==> src/hmbd_pkg.sv <==
// Package for the handheld memory bus decoder: transaction structs, target codes,
// memory map bounds and default storage sizes.
// Has no dependencies. Every other file in src uses it.
package hmbd_pkg;

    localparam int WORK_RAM_BYTES = 8192;
    localparam int HIGH_RAM_BYTES = 127;

    // Target codes reported with each result.
    localparam logic [2:0] TGT_CART_ROM = 3'd0;
    localparam logic [2:0] TGT_VRAM     = 3'd1;
    localparam logic [2:0] TGT_CART_RAM = 3'd2;
    localparam logic [2:0] TGT_SPRITE   = 3'd3;
    localparam logic [2:0] TGT_JOYPAD   = 3'd4;
    localparam logic [2:0] TGT_VIDEO_IO = 3'd5;
    localparam logic [2:0] TGT_LOCAL    = 3'd6;

    // Upper bound of each region of the memory map.
    localparam logic [15:0] CART_ROM_END = 16'h7FFF;
    localparam logic [15:0] VRAM_END     = 16'h9FFF;
    localparam logic [15:0] CART_RAM_END = 16'hBFFF;
    localparam logic [15:0] ECHO_END     = 16'hFDFF;
    localparam logic [15:0] SPRITE_END   = 16'hFE9F;
    localparam logic [15:0] UNUSABLE_END = 16'hFEFF;
    localparam logic [15:0] JOYPAD_ADDR  = 16'hFF00;
    localparam logic [15:0] VIDEO_IO_END = 16'hFF7F;
    localparam logic [15:0] HIGH_RAM_END = 16'hFFFE;

    localparam logic [1:0] MODE_OAM_SCAN = 2'd2;
    localparam logic [1:0] MODE_DRAWING  = 2'd3;

    localparam logic       ACT_READ  = 1'b0;
    localparam logic       ACT_WRITE = 1'b1;

    localparam logic [7:0] OPEN_BUS_BYTE = 8'hFF;

    typedef struct packed {
        logic        action;
        logic [15:0] address;
        logic [7:0]  write_data;
        logic [1:0]  video_mode;
        logic        dma_busy;
    } t_in;

    typedef struct packed {
        logic [2:0] target;
        logic       forward_access;
        logic [7:0] read_data;
        logic       blocked;
    } t_out;

    // Decode outcome handed from the address decoder to storage and output logic.
    typedef struct packed {
        logic [2:0] target;
        logic       fwd;
        logic       blk;
        logic       sel_wram;
        logic       sel_hram;
        logic       sel_ie;
    } t_dec;

    typedef enum logic [1:0] {
        ST_CLEAR = 2'b01,
        ST_RUN   = 2'b10
    } t_clr_state;

endpackage

==> src/hmbd_decode.sv <==
// Address decoder for the handheld memory bus: maps one transaction onto the
// memory map and applies the video mode and DMA blocking rules.
// Depends on hmbd_pkg.
module hmbd_decode (
    input  hmbd_pkg::t_in  i_item,
    output hmbd_pkg::t_dec o_dec
);

    logic [15:0] w_addr;
    logic        w_sprite_blk;

    assign w_addr       = i_item.address;
    assign w_sprite_blk = i_item.dma_busy
                          || (i_item.video_mode == hmbd_pkg::MODE_OAM_SCAN)
                          || (i_item.video_mode == hmbd_pkg::MODE_DRAWING);

    always_comb begin
        o_dec = '0;
        o_dec.target = hmbd_pkg::TGT_LOCAL;
        if (w_addr <= hmbd_pkg::CART_ROM_END) begin
            o_dec.target = hmbd_pkg::TGT_CART_ROM;
            o_dec.fwd    = 1'b1;
        end else if (w_addr <= hmbd_pkg::VRAM_END) begin
            o_dec.target = hmbd_pkg::TGT_VRAM;
            o_dec.blk    = (i_item.video_mode == hmbd_pkg::MODE_DRAWING);
            o_dec.fwd    = (i_item.video_mode != hmbd_pkg::MODE_DRAWING);
        end else if (w_addr <= hmbd_pkg::CART_RAM_END) begin
            o_dec.target = hmbd_pkg::TGT_CART_RAM;
            o_dec.fwd    = 1'b1;
        end else if (w_addr <= hmbd_pkg::ECHO_END) begin
            // Work RAM and its echo share the low address bits.
            o_dec.sel_wram = 1'b1;
        end else if (w_addr <= hmbd_pkg::SPRITE_END) begin
            o_dec.target = hmbd_pkg::TGT_SPRITE;
            o_dec.blk    = w_sprite_blk;
            o_dec.fwd    = !w_sprite_blk;
        end else if (w_addr <= hmbd_pkg::UNUSABLE_END) begin
            // Unusable region: reads float high, writes vanish.
            o_dec.target = hmbd_pkg::TGT_LOCAL;
        end else if (w_addr <= hmbd_pkg::VIDEO_IO_END) begin
            o_dec.target = (w_addr == hmbd_pkg::JOYPAD_ADDR) ? hmbd_pkg::TGT_JOYPAD
                                                             : hmbd_pkg::TGT_VIDEO_IO;
            o_dec.fwd    = 1'b1;
        end else if (w_addr <= hmbd_pkg::HIGH_RAM_END) begin
            o_dec.sel_hram = 1'b1;
        end else begin
            o_dec.sel_ie = 1'b1;
        end
    end

endmodule

==> config.mk <==
export PLATFORM = sky130hd
export DESIGN_NAME = hmbd_decode
export DESIGN_NICKNAME = d
export VERILOG_FILES = /design/src/hmbd_pkg.sv /design/src/hmbd_decode.sv
export SDC_FILE = /design/constraint.sdc
export NUM_CORES = 1
export LEC_CHECK = 0
export BUFFER_PORTS_ARGS = -buffer_cell sky130_fd_sc_hd__buf_4
export CORE_AREA = 2 2 39 41
export DETAILED_ROUTE_END_ITERATION = 7
export DIE_AREA = 0 0 41 43
export PLACE_DENSITY = 0.46
export SYNTH_ARGS = -nofsm -noshare
export SYNTH_HDL_FRONTEND = slang
export SYNTH_SLANG_ARGS = --single-unit
==> constraint.sdc <==
create_clock -name vclk -period 2.5
set_input_delay 0 -clock vclk [all_inputs]
set_output_delay 0 -clock vclk [all_outputs]
set_load 0.05 [all_outputs]
==> flow_summary.yaml <==
layout:
  clkbuf_count: 0
  nNetsFinal: 86
  seq_cells: 0
  drive_gt1_frac: 0.536
  fillers: 165
  num_antenna_cells: 0
  syn2layout_area_growth_pct: 124
  register_area_sq_um: 0
sta:
  setup_violations: 0
  hold_violations: 0
  rsz0062_at_grt: "false"
  period_share: 0.491
  fmax_mhz: 815
  slew_violations: 0
  finalSetupTns_ns: 0
  period_minus_slack_ns: 1.23
  tightest_slew_ns: 0.406
  relSlewSlack: 0.729
route:
  ant_nets: 0
  dr.pass1.iters: 2
  drtIter0Drc: 1
  wl_per_cell_microns: 9.63
  drc: 0
  via_count: 327
  viasPerCell: 4.54
  wirelength_microns: 693
clocking:
  cts-resized-gates: 0
  post_cts_buffers: 0
  cts_hold_buf: 0
logic_synthesis:
  syn_nets: 57
  synth_top_area_share: 0.168
  synth_cell_type_count: 18
  synth_area_leaders: "nor2_1, nor4b_2, nand4_1, nand4_2, nor4_1"
  syn_area_sq_um: 179
  synth_fa_ha_area_frac: 0
  synth_compound_area_frac: 0.196
  seq_area_frac_synth: 0
  netlist.top_cell.by_area: "nor2_1"
  yosys_warnings: 0
  yosys.area_share.xor_xnor: 0
  avgSynthCellArea_sq_um: 6.17
  synth_mux_area_frac: 0
  syn_inst: 29
  synth-simple-area-share: 0.783
  synth_top_family_by_area: "simple AND/OR/NAND/NOR gates"
floorplanning:
  dieArea_sq_um: 1760
  core-area_sq_um: 1380
  rows: 14
  die_w_microns: 41
  ios: 36
  initial_core_util: 0.129
  die_h_microns: 43
setup_path:
  slowest_delay_ns: 0.52
  crit_type: "in2out"
  arrival_ns: 1.23
  cp_slowest_cell: "or4_4"
  path_max_fanout: 4
  cp.required_ns: 2.50
  startpoint_type: "primary input"
  crit_top_cell: "buf_4"
  endpoint_kind: "output port"
  cp_cell_sequence: "buf_4, nand3_1, or4_4, a21oi_1, o31a_1, buf_4"
power_and_ir_drop:
  leakagePower_uw: 0.000198
  ir_worst_vdd_mv: 0.0478
  p_total_uw: 64.2
  power_density_nw_per_um2: 160
global_routing:
  overflow: 0
  grtUsageTotal: 0.0819
  grt_pass1_vias: 287
  antenna_found_initial: 0
  grt_pass1_wl_microns: 1110
  grt_max_degree: 7
job:
  maxCapViolations: 0
worst_hold_path:
  worst_hold_path_type: "in2out"
placed_design:
  place_congestion: 0.667
  port_buffers: 27
  hpwl_microns: 625
run_status:
  status: "completed"
power by group:
part | switching, uW | internal [uW]
Sequential | 0 | 0
Combinational | 34.1 | 30.2
Clock | 0 | 0
final timing paths:
kind | endpoint | slack (ns) | cells after the start | from
min | o_dec[4] | 0.38 | 3 | i_item[25]
max | o_dec[5] | 1.27 | 6 | i_item[24]
routing by layer:
layer | global-route usage | wire length [microns]
met1 | 0.117 | 308
met2 | 0.138 | 288
met3 | 0.00524 | 97
met4 | 0 | 0
met5 | 0 | 0
cells in the mapped netlist (all sizes together):
cell / number
a21o: 1
a21oi: 1
a41oi: 1
and3b: 1
and4: 1
inv: 1
nand2: 3
nand3: 1
nand4: 3
nor2: 8
nor3: 1
nor4: 2
nor4b: 1
o21ai: 1
o31a: 1
or4: 2
layout by cell type (no fill, tap or decap):
cell	n
buf_4	27
nor2_1	8
nand2_1	3
nor4_1	2
nand4_1	2
inv_1	1
nand3_1	1
nand4_2	1
or4_4	1
a21oi_1	1
o21ai_1	1
nor4b_2	1
o31a_1	1
and4_1	1
a41oi_1	1
and3b_1	1
or4_1	1
nor3_1	1
a21o_1	1
metrics by stage:
step           std cells   util  hold WS, ns  setup slack [ns]  cell area, sq um
2_1_floorplan         29      -        0.248             0.782               179
3_5_place_dp          72  0.290        0.385              1.25               402
5_1_grt               72  0.290        0.393              1.14               402
3_3_place_gp          72  0.290        0.381              1.25               402
4_1_cts               72  0.290        0.385              1.25               402
6_report              72  0.290        0.381              1.27               402
logic make-up (layout without fill, tap and decap cells):
| kind of cell | after synthesis | count (layout) |
|---|---|---|
| simple gates | 23 | 23 |
| buf+inv | 1 | 28 |
| compound gates | 5 | 5 |
critical path: cells and delay by family:
family / cells / cell delay (ns)
compound gates: 2 / 0.29
simple gates: 2 / 0.66
buf+inv: 2 / 0.28
final cells by class:
cell class	instances	area (sq um)	area share
well taps	16	20.0	0.0498
repair buffers	27	203	0.505
multi-input cells	28	175	0.436
inverters	1	3.75	0.00935
Note: power is estimated with default switching activity, not from simulation.
